File: src/design/rfr_pkg.sv
package rfr_pkg;

  // Frame format constants.
  localparam logic [15:0] FC_WORD   = 16'h0001 | (16'h1 << 6) | (16'h2 << 14) | (16'h2 << 10);
  localparam logic [15:0] BCAST_ADDR = 16'hFFFF;
  localparam int unsigned HDR_BYTES = 9;
  localparam int unsigned CRC_BYTES = 2;
  localparam int unsigned STORE_DEPTH = 15;
  localparam int unsigned BODY_BYTES = 25;
  localparam int unsigned TS_BYTES = 5;

  // Payload bytes kept in the reply for each accepted sequence number.
  localparam int unsigned KEEP_SEQ0 = 5;
  localparam int unsigned KEEP_SEQ1 = 15;

  // Header byte positions of a received or transmitted frame.
  localparam logic [5:0] POS_FC_LO  = 6'd0;
  localparam logic [5:0] POS_FC_HI  = 6'd1;
  localparam logic [5:0] POS_SEQ    = 6'd2;
  localparam logic [5:0] POS_PAN_LO = 6'd3;
  localparam logic [5:0] POS_PAN_HI = 6'd4;
  localparam logic [5:0] POS_DST_LO = 6'd5;
  localparam logic [5:0] POS_DST_HI = 6'd6;
  localparam logic [5:0] POS_SRC_LO = 6'd7;
  localparam logic [5:0] POS_SRC_HI = 6'd8;
  localparam logic [5:0] POS_MAX    = 6'd63;

  // Smallest last-byte position that still holds the whole reply payload and CRC.
  localparam logic [5:0] MIN_LAST_SEQ0 = 6'(HDR_BYTES + KEEP_SEQ0 + CRC_BYTES - 1);
  localparam logic [5:0] MIN_LAST_SEQ1 = 6'(HDR_BYTES + KEEP_SEQ1 + CRC_BYTES - 1);

  // Sequence numbers that get a reply.
  localparam logic [7:0] SEQ_SHORT = 8'd0;
  localparam logic [7:0] SEQ_LONG  = 8'd1;

  // Configuration register indexes.
  localparam logic [1:0] REG_PAN_ID      = 2'd0;
  localparam logic [1:0] REG_OWN_ADDRESS = 2'd1;
  localparam logic [1:0] REG_REPLY_DELAY = 2'd2;
  localparam logic [31:0] REPLY_DELAY_RST = 32'd1000;

  localparam int unsigned QUEUE_DEPTH = 2;

  // One transmit job handed from the front to the back.
  typedef struct packed {
    logic [7:0]                   seq;
    logic [15:0]                  dst;
    logic [BODY_BYTES-1:0][7:0]   body;
    logic [4:0]                   body_len;
    logic [39:0]                  tx_time;
  } rfr_job_t;

endpackage

File: src/design/rfr_front.sv
module rfr_front (
  input  logic              clk,
  input  logic              rst_n,
  input  logic              accept,
  input  logic              command,
  input  logic [7:0]        rx_byte,
  input  logic              rx_last,
  input  logic [39:0]       timestamp,
  input  logic [15:0]       pan_id,
  input  logic [15:0]       own_address,
  input  logic [31:0]       reply_delay,
  output logic              push,
  output rfr_pkg::rfr_job_t job
);

  logic [5:0]  pos_r, pos_nxt;
  logic [7:0]  seq_r, seq_nxt;
  logic [15:0] pan_r, pan_nxt;
  logic [15:0] dst_r, dst_nxt;
  logic [15:0] src_r, src_nxt;
  logic [7:0]  store_r [rfr_pkg::STORE_DEPTH];
  logic        store_we;
  logic [3:0]  store_addr;
  logic [5:0]  store_off;
  logic [39:0] tx_sum;
  logic        addr_ok;
  logic        len_ok;

  // Header capture and byte counter.
  always_comb begin
    pos_nxt = pos_r;
    seq_nxt = seq_r;
    pan_nxt = pan_r;
    dst_nxt = dst_r;
    src_nxt = src_r;
    if (accept && !command) begin
      case (pos_r)
        rfr_pkg::POS_SEQ:    seq_nxt = rx_byte;
        rfr_pkg::POS_PAN_LO: pan_nxt = {pan_r[15:8], rx_byte};
        rfr_pkg::POS_PAN_HI: pan_nxt = {rx_byte, pan_r[7:0]};
        rfr_pkg::POS_DST_LO: dst_nxt = {dst_r[15:8], rx_byte};
        rfr_pkg::POS_DST_HI: dst_nxt = {rx_byte, dst_r[7:0]};
        rfr_pkg::POS_SRC_LO: src_nxt = {src_r[15:8], rx_byte};
        rfr_pkg::POS_SRC_HI: src_nxt = {rx_byte, src_r[7:0]};
        default: ;
      endcase
      if (rx_last) begin
        pos_nxt = '0;
      end else if (pos_r != rfr_pkg::POS_MAX) begin
        pos_nxt = pos_r + 6'd1;
      end
    end
  end

  always_ff @(posedge clk) begin
    if (!rst_n) begin
      pos_r <= '0;
      seq_r <= '0;
      pan_r <= '0;
      dst_r <= '0;
      src_r <= '0;
    end else begin
      pos_r <= pos_nxt;
      seq_r <= seq_nxt;
      pan_r <= pan_nxt;
      dst_r <= dst_nxt;
      src_r <= src_nxt;
    end
  end

  // Payload capture: the first payload bytes of the frame.
  assign store_off  = pos_r - 6'(rfr_pkg::HDR_BYTES);
  assign store_addr = store_off[3:0];
  assign store_we   = accept && !command
                      && (pos_r >= 6'(rfr_pkg::HDR_BYTES))
                      && (pos_r < 6'(rfr_pkg::HDR_BYTES + rfr_pkg::STORE_DEPTH));

  always_ff @(posedge clk) begin
    if (store_we) begin
      store_r[store_addr] <= rx_byte;
    end
  end

  // Classification at the last byte; the final byte never lands in the kept payload.
  assign tx_sum  = timestamp + {8'd0, reply_delay};
  assign addr_ok = (pan_r == pan_id) && ((dst_r == own_address) || (dst_r == rfr_pkg::BCAST_ADDR));
  assign len_ok  = ((seq_r == rfr_pkg::SEQ_SHORT) && (pos_r >= rfr_pkg::MIN_LAST_SEQ0))
                   || ((seq_r == rfr_pkg::SEQ_LONG) && (pos_r >= rfr_pkg::MIN_LAST_SEQ1));
  assign push    = accept && (command || (rx_last && addr_ok && len_ok));

  // Job body: kept payload, then rx and tx times big-endian; command: tx time only.
  always_comb begin
    job          = '0;
    job.tx_time  = tx_sum;
    if (command) begin
      job.seq      = '0;
      job.dst      = rfr_pkg::BCAST_ADDR;
      job.body_len = 5'(rfr_pkg::TS_BYTES);
      for (int k = 0; k < rfr_pkg::TS_BYTES; k++) begin
        job.body[k] = tx_sum[39-8*k -: 8];
      end
    end else if (seq_r == rfr_pkg::SEQ_SHORT) begin
      job.seq      = seq_r + 8'd1;
      job.dst      = src_r;
      job.body_len = 5'(rfr_pkg::KEEP_SEQ0 + 2 * rfr_pkg::TS_BYTES);
      for (int k = 0; k < rfr_pkg::KEEP_SEQ0; k++) begin
        job.body[k] = store_r[k];
      end
      for (int k = 0; k < rfr_pkg::TS_BYTES; k++) begin
        job.body[rfr_pkg::KEEP_SEQ0 + k] = timestamp[39-8*k -: 8];
        job.body[rfr_pkg::KEEP_SEQ0 + rfr_pkg::TS_BYTES + k] = tx_sum[39-8*k -: 8];
      end
    end else begin
      job.seq      = seq_r + 8'd1;
      job.dst      = src_r;
      job.body_len = 5'(rfr_pkg::KEEP_SEQ1 + 2 * rfr_pkg::TS_BYTES);
      for (int k = 0; k < rfr_pkg::KEEP_SEQ1; k++) begin
        job.body[k] = store_r[k];
      end
      for (int k = 0; k < rfr_pkg::TS_BYTES; k++) begin
        job.body[rfr_pkg::KEEP_SEQ1 + k] = timestamp[39-8*k -: 8];
        job.body[rfr_pkg::KEEP_SEQ1 + rfr_pkg::TS_BYTES + k] = tx_sum[39-8*k -: 8];
      end
    end
  end

endmodule

File: src/design/rfr_queue.sv
module rfr_queue (
  input  logic              clk,
  input  logic              rst_n,
  input  logic              push,
  input  rfr_pkg::rfr_job_t push_job,
  input  logic              pop,
  output logic              full,
  output logic              not_empty,
  output rfr_pkg::rfr_job_t head
);

  rfr_pkg::rfr_job_t entry_r [rfr_pkg::QUEUE_DEPTH];
  logic       wr_ptr_r, wr_ptr_nxt;
  logic       rd_ptr_r, rd_ptr_nxt;
  logic [1:0] count_r, count_nxt;

  assign full      = (count_r == 2'(rfr_pkg::QUEUE_DEPTH));
  assign not_empty = (count_r != 2'd0);
  assign head      = entry_r[rd_ptr_r];

  // Pointer and occupancy update.
  always_comb begin
    wr_ptr_nxt = push ? ~wr_ptr_r : wr_ptr_r;
    rd_ptr_nxt = pop ? ~rd_ptr_r : rd_ptr_r;
    count_nxt  = count_r + 2'(push) - 2'(pop);
  end

  always_ff @(posedge clk) begin
    if (!rst_n) begin
      wr_ptr_r <= 1'b0;
      rd_ptr_r <= 1'b0;
      count_r  <= '0;
    end else begin
      wr_ptr_r <= wr_ptr_nxt;
      rd_ptr_r <= rd_ptr_nxt;
      count_r  <= count_nxt;
    end
  end

  always_ff @(posedge clk) begin
    if (push) begin
      entry_r[wr_ptr_r] <= push_job;
    end
  end

  // The front must never write a full queue, nor the back drain an empty one.
  assert property (@(posedge clk) disable iff (!rst_n) push |-> !full || pop)
    else $error("queue overflow");
  assert property (@(posedge clk) disable iff (!rst_n) pop |-> not_empty)
    else $error("queue underflow");
  assert property (@(posedge clk) disable iff (!rst_n) count_r <= 2'(rfr_pkg::QUEUE_DEPTH))
    else $error("queue count out of range");
  assert property (@(posedge clk) disable iff (!rst_n)
                   (push && !pop) |=> count_r == $past(count_r) + 2'd1)
    else $error("queue count missed a write");

endmodule

File: src/design/rfr_back.sv
module rfr_back (
  input  logic              clk,
  input  logic              rst_n,
  input  logic              job_valid,
  input  rfr_pkg::rfr_job_t job,
  input  logic [15:0]       pan_id,
  input  logic [15:0]       own_address,
  output logic              pop,
  output logic              out_valid,
  input  logic              out_ready,
  output logic [7:0]        out_byte,
  output logic              out_last,
  output logic [39:0]       out_time
);

  logic [5:0]  idx_r, idx_nxt;
  logic        valid_r, valid_nxt;
  logic [7:0]  byte_r;
  logic        last_r;
  logic [39:0] time_r;
  logic        load;
  logic [5:0]  body_end;
  logic [5:0]  last_idx;
  logic [5:0]  body_off;
  logic [7:0]  cur_byte;
  logic        cur_last;

  assign body_end = 6'(rfr_pkg::HDR_BYTES) + {1'b0, job.body_len};
  assign last_idx = body_end + 6'(rfr_pkg::CRC_BYTES - 1);
  assign body_off = idx_r - 6'(rfr_pkg::HDR_BYTES);
  assign cur_last = (idx_r == last_idx);

  // Byte of the current job at the current position.
  always_comb begin
    case (idx_r)
      rfr_pkg::POS_FC_LO:  cur_byte = rfr_pkg::FC_WORD[7:0];
      rfr_pkg::POS_FC_HI:  cur_byte = rfr_pkg::FC_WORD[15:8];
      rfr_pkg::POS_SEQ:    cur_byte = job.seq;
      rfr_pkg::POS_PAN_LO: cur_byte = pan_id[7:0];
      rfr_pkg::POS_PAN_HI: cur_byte = pan_id[15:8];
      rfr_pkg::POS_DST_LO: cur_byte = job.dst[7:0];
      rfr_pkg::POS_DST_HI: cur_byte = job.dst[15:8];
      rfr_pkg::POS_SRC_LO: cur_byte = own_address[7:0];
      rfr_pkg::POS_SRC_HI: cur_byte = own_address[15:8];
      default: begin
        if (idx_r < body_end) begin
          cur_byte = job.body[body_off[4:0]];
        end else begin
          cur_byte = 8'h00;
        end
      end
    endcase
  end

  // The output register takes a new byte whenever a job is present and the register is empty or being drained.
  assign load = job_valid && (!valid_r || out_ready);
  assign pop  = load && cur_last;

  always_comb begin
    idx_nxt   = idx_r;
    valid_nxt = valid_r;
    if (load) begin
      idx_nxt   = cur_last ? 6'd0 : idx_r + 6'd1;
      valid_nxt = 1'b1;
    end else if (out_ready) begin
      valid_nxt = 1'b0;
    end
  end

  always_ff @(posedge clk) begin
    if (!rst_n) begin
      idx_r   <= '0;
      valid_r <= 1'b0;
    end else begin
      idx_r   <= idx_nxt;
      valid_r <= valid_nxt;
    end
  end

  always_ff @(posedge clk) begin
    if (load) begin
      byte_r <= cur_byte;
      last_r <= cur_last;
      time_r <= job.tx_time;
    end
  end

  assign out_valid = valid_r;
  assign out_byte  = byte_r;
  assign out_last  = last_r;
  assign out_time  = time_r;

  // The byte position only runs while a job is present and never passes its end.
  assert property (@(posedge clk) disable iff (!rst_n) !job_valid |-> idx_r == 6'd0)
    else $error("position counter running without a job");
  assert property (@(posedge clk) disable iff (!rst_n) job_valid |-> idx_r <= last_idx)
    else $error("position past frame end");
  assert property (@(posedge clk) disable iff (!rst_n) (valid_r && !out_ready) |=> valid_r)
    else $error("output byte dropped while stalled");

endmodule

File: src/design/ranging_frame_responder.sv
// Ranging frame responder: parses received frames and emits reply or advertisement frames.
// Throughput: one input byte per cycle while the two-entry job queue has room.
// With the back end idle, the job made by the last frame byte (or command) is written
// into the queue and then loaded into the output register that drives out_tvalid;
// then it sends one byte per cycle while out_tready is high: 16, 26 or 36 bytes a frame.
// Reset (rst_n low, synchronous) clears the byte counter, header fields, queue and output;
// registers return to PAN 0, address 0 and a reply delay of 1000 ticks.
module ranging_frame_responder (
  input  logic        clk,
  input  logic        rst_n,
  input  logic        in_tvalid,
  output logic        in_tready,
  input  logic [47:0] in_tdata,   // [7:0] rx_byte, [47:8] timestamp
  input  logic        in_tlast,   // rx_last
  input  logic        in_tuser,   // [0] command
  output logic        out_tvalid,
  input  logic        out_tready,
  output logic [47:0] out_tdata,  // [7:0] tx_byte, [47:8] tx_time
  output logic        out_tlast,  // tx_last
  input  logic        cfg_we,
  input  logic [1:0]  cfg_index,
  input  logic [31:0] cfg_data
);

  logic [15:0]       pan_id_r;
  logic [15:0]       own_address_r;
  logic [31:0]       reply_delay_r;
  logic              accept;
  logic              push;
  logic              pop;
  logic              q_full;
  logic              q_not_empty;
  rfr_pkg::rfr_job_t push_job;
  rfr_pkg::rfr_job_t head_job;
  logic [7:0]        tx_byte;
  logic [39:0]       tx_time;

  // Configuration registers.
  always_ff @(posedge clk) begin
    if (!rst_n) begin
      pan_id_r      <= '0;
      own_address_r <= '0;
      reply_delay_r <= rfr_pkg::REPLY_DELAY_RST;
    end else if (cfg_we) begin
      case (cfg_index)
        rfr_pkg::REG_PAN_ID:      pan_id_r      <= cfg_data[15:0];
        rfr_pkg::REG_OWN_ADDRESS: own_address_r <= cfg_data[15:0];
        rfr_pkg::REG_REPLY_DELAY: reply_delay_r <= cfg_data;
        default: ;
      endcase
    end
  end

  // An input transfer is taken whenever the queue can hold a job it might create.
  assign in_tready = !q_full;
  assign accept    = in_tvalid && in_tready;

  rfr_front u_front (
    .clk         (clk),
    .rst_n       (rst_n),
    .accept      (accept),
    .command     (in_tuser),
    .rx_byte     (in_tdata[7:0]),
    .rx_last     (in_tlast),
    .timestamp   (in_tdata[47:8]),
    .pan_id      (pan_id_r),
    .own_address (own_address_r),
    .reply_delay (reply_delay_r),
    .push        (push),
    .job         (push_job)
  );

  rfr_queue u_queue (
    .clk       (clk),
    .rst_n     (rst_n),
    .push      (push),
    .push_job  (push_job),
    .pop       (pop),
    .full      (q_full),
    .not_empty (q_not_empty),
    .head      (head_job)
  );

  rfr_back u_back (
    .clk         (clk),
    .rst_n       (rst_n),
    .job_valid   (q_not_empty),
    .job         (head_job),
    .pan_id      (pan_id_r),
    .own_address (own_address_r),
    .pop         (pop),
    .out_valid   (out_tvalid),
    .out_ready   (out_tready),
    .out_byte    (tx_byte),
    .out_last    (out_tlast),
    .out_time    (tx_time)
  );

  assign out_tdata = {tx_time, tx_byte};

endmodule

File: config.mk
export PLATFORM = sky130hd
export DESIGN_NAME = ranging_frame_responder
export DESIGN_NICKNAME = d
export VERILOG_FILES = /design/src/design/rfr_pkg.sv /design/src/design/rfr_front.sv /design/src/design/rfr_queue.sv /design/src/design/rfr_back.sv /design/src/design/ranging_frame_responder.sv
export SDC_FILE = /design/constraint.sdc
export NUM_CORES = 1
export LEC_CHECK = 0
export ABC_AREA = 0
export ABC_CLOCK_PERIOD_IN_PS = 28800
export BUFFER_PORTS_ARGS = -buffer_cell sky130_fd_sc_hd__buf_2
export CAP_MARGIN = 25
export CORE_MARGIN = 3
export CORE_UTILIZATION = 51
export DETAILED_ROUTE_END_ITERATION = 8
export GPL_ROUTABILITY_DRIVEN = 0
export PLACE_DENSITY = 0.68
export SLEW_MARGIN = 20
export SYNTH_ARGS = -nofsm -noshare
export SYNTH_HDL_FRONTEND = slang
export SYNTH_SLANG_ARGS = --single-unit
File: constraint.sdc
create_clock -name clk -period 28.8 [get_ports clk]
set_input_delay 1.44 -clock clk [delete_from_list [all_inputs] [get_ports clk]]
set_output_delay 1.44 -clock clk [all_outputs]
set_load 0.02 [all_outputs]
### Yosys cells after proc, flatten, opt, wreduce, memory -nomap -nowiden

Memory sizes are Yosys's and may differ from the RTL's. A register that Yosys moved wholly into a read port is not among the register bits.
Index checks and enable logic that the tools add are counted.

* bits in registers: 186
* latch bits: 0
* RAM bits: 658
* bits in read-only memories: 0
* bits of input ports: 89
* output and inout bits: 51
* memories: 2

Memory list
* u_queue.entry_r: words 2, bits a word 269, read ports 1, clocked after Yosys merged registers in 1, write ports 1, line rfr_queue.sv:12 `rfr_pkg::rfr_job_t entry_r [rfr_pkg::QUEUE_DEPTH];`
* u_front.store_r: words 15, bits a word 8, read ports 15, clocked after Yosys merged registers in 0, write ports 1, line rfr_front.sv:21 `logic [7:0] store_r [rfr_pkg::STORE_DEPTH];`

* $add $sub $neg: 10
* multipliers: 0
* div/mod/pow operators: 0
* magnitude comparators: 6
* equal/unequal tests: 24
* shifts and indexed selects: 0
* mux-type cells: 23
* bitwise gates (word level): 8
* reductions and logical operators: 36

Operators by type and width (count)
* $mux 160: 1
* $mux 125: 1
* $pmux 16 s2: 3
* $mux 80: 1
* $pmux 8 s9: 1
* $eq 6x3->1 const B: 8
* $mux 45: 1
* $add 40x32->40: 1
* $bmux 8 s5: 1
* $eq 16x16->1: 2
* $eq 6x2->1 const B: 4
* $mux 24: 1
* $add 6x1->6 const B: 3
* $mux 6: 3
* $reduce_and 3->1: 6
* $eq 16x16->1 const B: 1
* $mux 8: 2
* $eq 6x4->1 const B: 2
* $ge 6x4->1 const B: 2
* $logic_and 1x1->1: 12
* $reduce_and 2->1: 5
* $add 8x1->8 const B: 1
* $eq 8x1->1 const B: 1
* $logic_not 8->1: 1
* other kinds (21): 43

### Depth between registers and ports, before layout

Gate-level depths: netlist of the first run.

* depth after elaboration: 9
* gate-level depth with buffers: 17

### Cells and area by module

A second synthesis of the first run with hierarchy kept.

* cells, all modules: 2759
* area total of the unflattened synthesis: 39196.3 um^2

Modules (own cells, without submodules)
* rfr_queue: instances 1, cells an instance 858, area an instance 20469.6 um^2
* rfr_front: instances 1, cells an instance 1250, area an instance 11538.6 um^2
* rfr_back: instances 1, cells an instance 395, area an instance 4619.4 um^2
* ranging_frame_responder: instances 1, cells an instance 256, area an instance 2568.7 um^2

### Worst setup path before layout of the first run

No wires, ideal clock.

* kind: input to register
* start point: input in_tlast
* end point: register u_queue.wr_ptr_r
* data arrival time: 21227 ps
* setup slack: 7431 ps
* stages: 5
* path buffers: 0
* cell sequence: nand4_1 -> nor4_1 -> a31oi_1 -> nor3_1 -> o21a_1

* longest elaborated chain between the ends: 4

Ends and longest elaborated chain
* start, declared: line ranging_frame_responder.sv:14 `input logic in_tlast,`
* $logic_and 1x1->1 (2 in series): line rfr_front.sv:89 `assign push = accept && (command || (rx_last && addr_ok && len_ok));`
* $logic_or 1x1->1: line rfr_front.sv:89
* $logic_and 1x1->1: line rfr_front.sv:89
* end signal, assigned: line rfr_queue.sv:34 `wr_ptr_r <= wr_ptr_nxt;`
* end, declared: line rfr_queue.sv:13 `logic wr_ptr_r, wr_ptr_nxt;`

No other way between the ends.
A chain may end at the register's enable or synchronous reset.

### Worst setup path in the final report of the first run

* start point: register u_back.idx_r[1]
* end point: register u_back.byte_r[2] (netlist: u_back.out_byte[2]) (data pin)

* longest elaborated chain between the ends: 5
* elaborated cells between the ends (all ways): 15
* classes of those cells: add/sub (1); order compare (1); eq/ne (8); mux (4); reduce/logical (1)

Ends and longest elaborated chain
* start, declared: line rfr_back.sv:16 `logic [5:0] idx_r, idx_nxt;`
* start signal, assigned: line rfr_back.sv:75 `idx_r <= idx_nxt;`
* $sub 5x4->5: line rfr_back.sv:30 `assign body_off = idx_r - 6'(rfr_pkg::HDR_BYTES);`
* $bmux 8 s5: line rfr_back.sv:47 `cur_byte = job.body[body_off[4:0]];`
* $mux 8 (not written as such): line rfr_back.sv:47
* $mux 8: line rfr_back.sv:46 `if (idx_r < body_end) begin`
* $pmux 8 s9 (*): line rfr_back.sv:35 `case (idx_r)`
* net u_back.cur_byte[2]: line rfr_back.sv:25 `logic [7:0] cur_byte;`
* end signal, assigned: line rfr_back.sv:82 `byte_r <= cur_byte;`
* end, declared: line rfr_back.sv:18 `logic [7:0] byte_r;`

The timed path passes the listed nets; every way through them passes the cells marked *. The select of a mux whose other input is x is not followed.

==> impl_summary.md, run 1 <==
STA
Setup repair after global routing left no endpoint under its margin. On the final layout, the worst hold slack is 0.466 ns. After layout, the worst setup slack is 24.11 ns. The final count of hold timing violations is 0.

The final period demand of the worst path is 4.69 ns. The final count of negative-setup-slack endpoints is 0. The max-slew violation total from the final report is 0. Measured against its own limit, the worst slew margin works out to 17.9%. The worst clock skew on the final layout is 0.0408 ns. Adding up every negative setup slack in the final design gives 0 ns. Timing would allow up to 0.213 GHz. The transition time of the tightest slew-check pin is 1.23 ns. The final critical path takes up 16.3% of the cycle.

Setup path
The arrival time reported for the critical path endpoint is 5.01 ns. The critical path in this run is classified as reg -> reg. The worst register-to-register path has a depth of 9.

For this run, the slowest stage of the critical path takes 0.82 ns. The count of buffering cells on the critical path with inverters included is 3. Along the worst path, the maximum fanout reaches 53. The slowest stage of the critical path belongs to the cell buf_4. The launch instance of the worst register-to-register path is u_back.idx_r[1]$_SDFFE_PN0P_.

STA classifies the critical path endpoint as a flop. The worst flop-to-flop path endpoint is u_back.out_byte[2]$_DFFE_PP_. For the worst setup path, the data required time is 29.13 ns.

The critical path starts at u_back.idx_r[1]$_SDFFE_PN0P_. The worst setup path is launched from a flop. The critical path crosses 9 cells after its start point. The register-to-register path setup slack is 24.11 ns. The most critical setup path has its endpoint at u_back.out_byte[2]$_DFFE_PP_. The kind of cell adding the most delay to the critical path is buffers and inverters.

Walking the worst path, the cells encountered are inv_1, ha_4, buf_4, mux4_2, mux4_2, inv_1, o22ai_1, o211ai_1, o2111ai_1.

Logic synthesis
By area the synthesized netlist is led by edfxtp_1, dfxtp_1, mux4_2. The post-synthesis async set-or-reset flop share is 0%. For this run, the register share of the synthesized area comes to 66.1%. Among all flip-flop cells after synthesis, the most frequent one is edfxtp_1. After synthesis the cells add up to 36200 um^2. The number of flops mapped to enable cells by yosys is 705. The number of warnings reported in the yosys synthesis log is 0. Counting flops and latches in the post-synthesis netlist gives 843. The largest area contributor in the netlist is edfxtp_1. After synthesis, the netlist uses 71 different library cells.

After technology mapping, the gate count stands at 2524. Of the post-synthesis cell area, the dominant cell type holds 58.5%. The number of nets handed over by synthesis was 2668. The post-synthesis area per instance is 14.3 um^2.

Place
Once placement finished, the instance area stood at 38000 um^2. Port buffering added 139 buffers. The worst slack after detailed placement is 23.88 ns.

Summed over all nets, the half-perimeter wirelength after detailed placement is 69900 um.

Die
Row generation in the floorplan step produced 97 rows. After floorplanning, the core was sized to cover 70100 um^2. The floorplan step set the die height to 272 um. Once the floorplan was initialized, standard cells occupied 51.6% of the core. In this run the count of I/O pins placed on the die edge is 140.

The full die area is 74200 um^2. In this run the horizontal extent of the chip is 272 um.

Drt
The final layout contains routed wiring with a total length of 105000 um. For this block, the initial DRC count from the detailed router was 3143. The number of detailed-routing iterations run before antenna repair is 6.

The number of nets still failing antenna checks after routing is 0. The routed via count divided by cell count is 6.27. Across all layers, the routed design uses 23100 vias. In the routed design, unresolved DRC markers number 0. In the final routed layout, each cell accounts on average for 28.6 um.

Global route
Entering global routing, the biggest net connects 138 pins. The initial antenna violation count is 10. The total overflow left after global routing is 0. The number of global-route vias before repair is 22800. Across every metal layer, demand over resource in global routing totals 28.4%. The global-route wire length before repair is 153000 um.

Layout
The share of layout cells above drive strength 1 is 20.7%. The top cell types in the final layout, fill and taps aside, are edfxtp_1, nand2_1, buf_2, dfxtp_1, a21oi_1. The commonest non-fill, non-tap cell in the layout is edfxtp_1.

The area added between synthesis and finish is 13.2%. The cell area after layout is 41000 um^2. The number of fill cells in the layout is 5485. The final layout contains 2803 nets. The share of the core filled with cells is 58.4%.

Clocking
Once the clock tree was built, the setup fixing pass inserted 0 buffers. The clock root buffer is clkbuf_16. For this design, the sink count on the clock tree is 843. Post-CTS repair changed the size of 0 cells. The clock latency on the worst-skew pair is 0.66 ns. The total number of H-tree levels is 3. The TritonCTS clock tree is yes. After clock tree synthesis, the clock-pin slew on the worst setup and hold paths is 0.06 ns. The post-cts hold buffer count is 0. The total clock buffers created by CTS is 87. The maximum clock insertion buffer count is 3.

Pwr
Power spread over the standard cell area amounts to 68.3 nW/um^2. VDD sags by at most 50.2 uV. The static leakage is 14.5 nW.

Job
The tool flagged a number of max-cap violations equal to 0.

Status
The run finished with clean final reports.

Worst hold path
The min-delay analysis places its worst path in the category reg -> reg.
[registers in the layout (all words and copies together) (netlist names), 16 cells and up, named ones only]
register	cells
u_front.store_r	120
u_queue.entry_r	536
u_front.dst_r	16
u_back.out_time	40
u_front.src_r	16
u_front.pan_r	16
pan_id_r	16
reply_delay_r	32
own_address_r	16
[how the worst min path moves through the flow]
| stage | start | end | slack (ns) | cells past startpoint |
|---|---|---|---|---|
| floorplan | u_front.src_r[2]$_SDFFE_PN0P_ | u_front.src_r[2]$_SDFFE_PN0P_ | 0.44 | 2 |
| global placement | u_front.src_r[0]$_SDFFE_PN0P_ | u_front.src_r[0]$_SDFFE_PN0P_ | 0.45 | 2 |
| detailed placement | u_front.src_r[3]$_SDFFE_PN0P_ | u_front.src_r[3]$_SDFFE_PN0P_ | 0.46 | 2 |
| CTS | u_front.src_r[3]$_SDFFE_PN0P_ | u_front.src_r[3]$_SDFFE_PN0P_ | 0.47 | 2 |
| global route | u_front.src_r[0]$_SDFFE_PN0P_ | u_front.src_r[0]$_SDFFE_PN0P_ | 0.48 | 2 |
| finish | u_front.src_r[3]$_SDFFE_PN0P_ | u_front.src_r[3]$_SDFFE_PN0P_ | 0.47 | 2 |
[through the flow]
stage,power (mW),cells
detailed placement,1.69,3506
global route,2.87,3673
CTS,2.81,3669
global placement,1.68,3497
floorplan,1.58,2524
finish,2.80,3679
[cell usage after synthesis (all sizes together), types with 3 or more instances]
library cell,count
edfxtp,705
nand2,330
dfxtp,138
a21oi,130
mux4,120
clkbuf,108
nor2,101
mux2,82
a21boi,76
mux2i,61
and3,59
nor2b,55
ha,54
o21ai,49
xnor2,48
inv,45
xor2,42
nand3,40
and2,36
buf,35
nand4,24
or2,18
a22oi,13
nor4,13
nor3,12
o211ai,11
o22ai,9
a211oi,8
a222oi,8
a22o,8
o21bai,8
a221oi,7
o31ai,7
a21o,6
or3,6
a31oi,5
nand3b,5
nand2b,4
a31o,3
and4,3
o21a,3
[kinds of logic (layout without fill, tap and decap cells)]
logic type | after synthesis | count (layout) | synth area share [%]
AO/OA/AOI/OAI | 368 | 368 | 6.60
AND/OR/NAND/NOR | 716 | 716 | 9.31
other | 0 | 6 | 0
adder cells (fa/ha/maj) | 55 | 55 | 1.92
multiplexers | 263 | 263 | 11.7
flip-flops | 843 | 843 | 66.1
XOR/XNOR | 90 | 90 | 2.22
buffers and inverters | 189 | 398 | 2.10
[final cells by class]
cell class / instances / area [um^2] / area share, %
diodes: 6 / 15.0 / 0.0367
inverters: 46 / 173 / 0.422
repair buffers: 189 / 1170 / 2.85
well taps: 940 / 1180 / 2.87
multi-input cells: 1492 / 11600 / 28.4
flip-flops and latches: 843 / 23900 / 58.4
clock inverters: 53 / 586 / 1.43
clock buffers: 110 / 2290 / 5.58
[per-layer routing]
layer,GRT usage [%],share of wire (%),up-vias
met5,0,0.039,-
met4,15.9,6.5,6
met3,6.04,9.9,302
met2,45.5,47,1396
met1,36.2,36,11600
li1,-,-,9794
[where the power goes]
group          internal (mW)  leakage [nW]  switching [mW]
logic                 0.0990          5.35           0.191
clock network          0.650          1.40           0.476
registers               1.37          7.77          0.0130
total                   2.12          14.5           0.681
[tightest hold or removal path: stages (launching register included)]
cell and delay (ns):
dfxtp_1 0.30, nand2_1 0.05, a21boi_0 0.06
(Power assumes the default switching activity.)
==> run 2, diff against run 1 <==
--- a/config.mk
+++ b/config.mk
@@ -6,14 +6,14 @@
 export NUM_CORES = 1
 export LEC_CHECK = 0
 export ABC_AREA = 0
-export ABC_CLOCK_PERIOD_IN_PS = 28800
+export ABC_CLOCK_PERIOD_IN_PS = 4000
 export BUFFER_PORTS_ARGS = -buffer_cell sky130_fd_sc_hd__buf_2
 export CAP_MARGIN = 25
 export CORE_MARGIN = 3
 export CORE_UTILIZATION = 51
 export DETAILED_ROUTE_END_ITERATION = 8
 export GPL_ROUTABILITY_DRIVEN = 0
-export PLACE_DENSITY = 0.68
+export PLACE_DENSITY = 0.7
 export SLEW_MARGIN = 20
 export SYNTH_ARGS = -nofsm -noshare
 export SYNTH_HDL_FRONTEND = slang
==> constraint.sdc (replaced) <==
create_clock -name clk -period 4 [get_ports clk]
set_input_delay 0.2 -clock clk [delete_from_list [all_inputs] [get_ports clk]]
set_output_delay 0.2 -clock clk [all_outputs]
set_load 0.02 [all_outputs]
==> run 2 against run 1 <==
Fmax rose by 22%. Critical path depth stayed put. Critical path type unchanged. Global-route usage barely moved. Count of clock-buffer cells in the layout unchanged. Die area did not move. Clock skew decreased by 0.012 ns. Largest cell class unchanged. Final area up 1.7%. Sequential power grew to 7.2 times the previous value. Routed wire length about the same. Sequential cell count unchanged. First-iteration DRC count fell by 3.4%.
==> impl_summary.md, run 2 (same netlist as run 1, synthesis figures left out) <==
Drt
The final routed wire length divided by cell count is 28.1 um (was 28.6 um). The number of detailed-routing iterations run before antenna repair is 8 (was 6). The total wirelength of the detailed-routed design is 105000 um (about the same). The routed via count divided by cell count was 6.22 (was 6.27).

The via count of the routed design is 23300 (was 23100). The number of nets still failing antenna checks after routing was 0 (unchanged). The count of unresolved DRC violations after routing is 0 (unchanged). The count of routing violations after the opening detailed-route iteration is 3037 (was 3143).

Setup path
The arrival time reported for the critical path endpoint was 4.18 ns (was 5.01 ns). The slowest cell on the critical path is ha_4 (was buf_4). The worst setup path category is reg -> reg (unchanged). The kind of cell adding the most delay to the critical path was multiplexers (was buffers and inverters). The worst stage delay on the critical path is 0.62 ns (was 0.82 ns). The critical path startpoint category is a flop (unchanged). The required time at the endpoint of the critical path is 4.33 ns (was 29.13 ns). The count of buffering cells on the critical path with inverters included is 2 (was 3).

The critical path endpoint category was a flop (unchanged). The maximum net fanout on the critical path came to 27 (was 53). CP cell instances: inv_1, ha_4, buf_4, mux4_2, mux4_2, mux2i_1, nand2_1, o211ai_1, o211ai_1 (was inv_1, ha_4, buf_4, mux4_2, mux4_2, inv_1, o22ai_1, o211ai_1, o2111ai_1).

Pwr
The proportion of power drawn by flip-flops and latches is 50.1% (was 49.3%). The total power of the final layout is 19.8 mW (was 2.80 mW). The switching fraction of total power was 24.0% (was 24.3%).

The static leakage is 14.8 nW (was 14.5 nW). The maximum vdd drop is 339 uV (was 50.2 uV). The net switching power is 4.76 mW (was 0.681 mW). The power share of the clock group is 39.3% (was 40.3%). The cell area power density came to 476 nW/um^2 (was 68.3 nW/um^2). The internal power contribution is 15.1 mW (was 2.12 mW).

The part of the total power dissipated in combinational logic came to 10.6% (was 10.4%).

STA
The final count of hold timing violations is 0 (unchanged). The final period demand of the worst path was 3.85 ns (was 4.69 ns). The final setup TNS is 0 ns (unchanged). The final clock period utilization by the worst path is 96.3% (was 16.3%).

Unrepaired setup endpoints after global routing: no (unchanged). The final count of negative-setup-slack endpoints is 0 (unchanged). The final hold slack was 0.0367 ns (was 0.466 ns). The max-slew violation total from the final report is 0 (unchanged). The transition time of the tightest slew-check pin is 1.09 ns (was 1.23 ns). The relative max-transition margin is 27.1% (was 17.9%). The worst clock skew on the final layout is 0.0288 ns (was 0.0408 ns).

The fmax is 0.260 GHz (was 0.213 GHz).

Die
The starting density of the core is 51.6% (unchanged). The placeable core area was 70100 um^2 (unchanged). The full die area came to 74200 um^2 (unchanged). The overall die width was 272 um (unchanged).

The I/O pin count is 140 (unchanged). The die span in y is 272 um (unchanged). The site row count is 97 (unchanged).

Clocking
The clock slew at the register clock pins of the worst setup and hold paths is 0.06 ns (about the same). The total clock buffers created by CTS is 87 (unchanged). The clock latency on the worst-skew pair was 0.65 ns (was 0.66 ns). The total number of clock tree sinks came to 843 (unchanged). The TritonCTS clock tree is yes (unchanged). The total number of H-tree levels is 3 (unchanged).

The clock root buffer is clkbuf_16 (unchanged). The maximum clock insertion buffer count is 3 (unchanged).

Layout
The flip-flop count of the largest register, all copies and words added was 536 (unchanged). The commonest non-fill, non-tap cell in the layout is edfxtp_1 (unchanged). The number of nets in the finished design was 2885 (was 2803). The number of fill cells in the layout is 5385 (was 5485). Highest-count cells in the layout ignoring fill and taps: edfxtp_1, nand2_1, buf_2, dfxtp_1, a21oi_1 (unchanged). The share of layout cells above drive strength 1 came to 21.7% (was 20.7%). The area added between synthesis and finish came to 15.1% (was 13.2%). The cell area after layout is 41600 um^2 (was 41000 um^2). The number of cells in the finished layout apart from fillers is 3748 (was 3679). The register containing the most flip-flops in the final layout is u_queue.entry_r (unchanged).

Global route
The total global routing track utilization came to 28.4% (about the same). The number of global-route vias before repair is 23100 (was 22800). The maximum number of pins on one net before global-route repair is 80 (was 138). The initial antenna violation count came to 7 (was 10).

The final global-route overflow total came to 0 (unchanged). The global-route wire length before repair is 154000 um (was 153000 um).

Worst hold path
The type of the most critical hold path is in -> reg (was reg -> reg).

Status
Result of the run: completed (unchanged).

Place
The post-detailed-placement cell area is 38500 um^2 (was 38000 um^2). The count of placed standard cells including taps was 3548 (was 3506). The final HPWL from detailed placement came to 70700 um (was 69900 um). The count of port buffers added during placement came to 139 (unchanged).

Job
The max-capacitance violation count came to 0 (unchanged).
[run 2: worst reg2reg max path, cell delays in order (launching register included)]
cell      delay [ns]
dfxtp_1         0.44
inv_1           0.17
ha_4            0.62
buf_4           0.46
mux4_2          0.38
mux4_2          0.48
mux2i_1         0.30
nand2_1         0.09
o211ai_1        0.32
o211ai_1        0.28
[run 2: layout make-up]
class	count	area, um^2	share of cell area [%]
Sequential cell	843	23900	57.5
Multi-Input combinational cell	1492	11600	27.9
Clock buffer	110	2280	5.48
Timing Repair Buffer	271	2030	4.87
Tap cell	940	1180	2.82
Clock inverter	44	418	1.00
Inverter	46	173	0.415
Antenna cell	2	5.00	0.0120
[run 2: worst paths after layout]
check / startpoint / endpoint / slack, ns / cells past startpoint
worst max register to register: u_back.idx_r[1]$_SDFFE_PN0P_ / u_back.out_byte[7]$_DFFE_PP_ / 0.15 / 9
worst max-delay path: u_back.idx_r[1]$_SDFFE_PN0P_ / u_back.out_byte[7]$_DFFE_PP_ / 0.15 / 9
worst min register to register: u_front.src_r[1]$_SDFFE_PN0P_ / u_front.src_r[1]$_SDFFE_PN0P_ / 0.46 / 2
worst min-delay path: in_tdata[28] / u_queue.entry_r[0][185]$_DFFE_PP_ / 0.04 / 2
[run 2: what timing repair did]
item,4_1_cts,5_1_grt
endpoints found under the setup margin,0,1
resized for setup,0,1
setup buffers,0,0
endpoints found under the hold margin,97,0
hold buffers,44,0
[run 2: through the flow]
step / setup WS, ns / utilization [%]
floorplan: -4.32 / -
global placement: 0.250 / 54.8
detailed placement: 0.254 / 54.9
CTS: 0.244 / 59.3
global route: 0.0122 / 59.4
finish: 0.148 / 59.4
[run 2: layer usage]
metal / track usage (%) / wire length, um
met5: 0 / 34
met4: 13.0 / 5540
met2: 45.2 / 50100
met1: 37.3 / 39700
met3: 6.57 / 10100
[run 2: power by group through the flow]
stage	combinational (mW)	sequential (mW)	clock, mW
floorplan	1.12	10.2	0
global placement	1.99	10.1	0
detailed placement	2.02	10.1	0
CTS	2.07	9.93	7.86
global route	2.20	9.94	8.21
finish	2.10	9.93	7.78
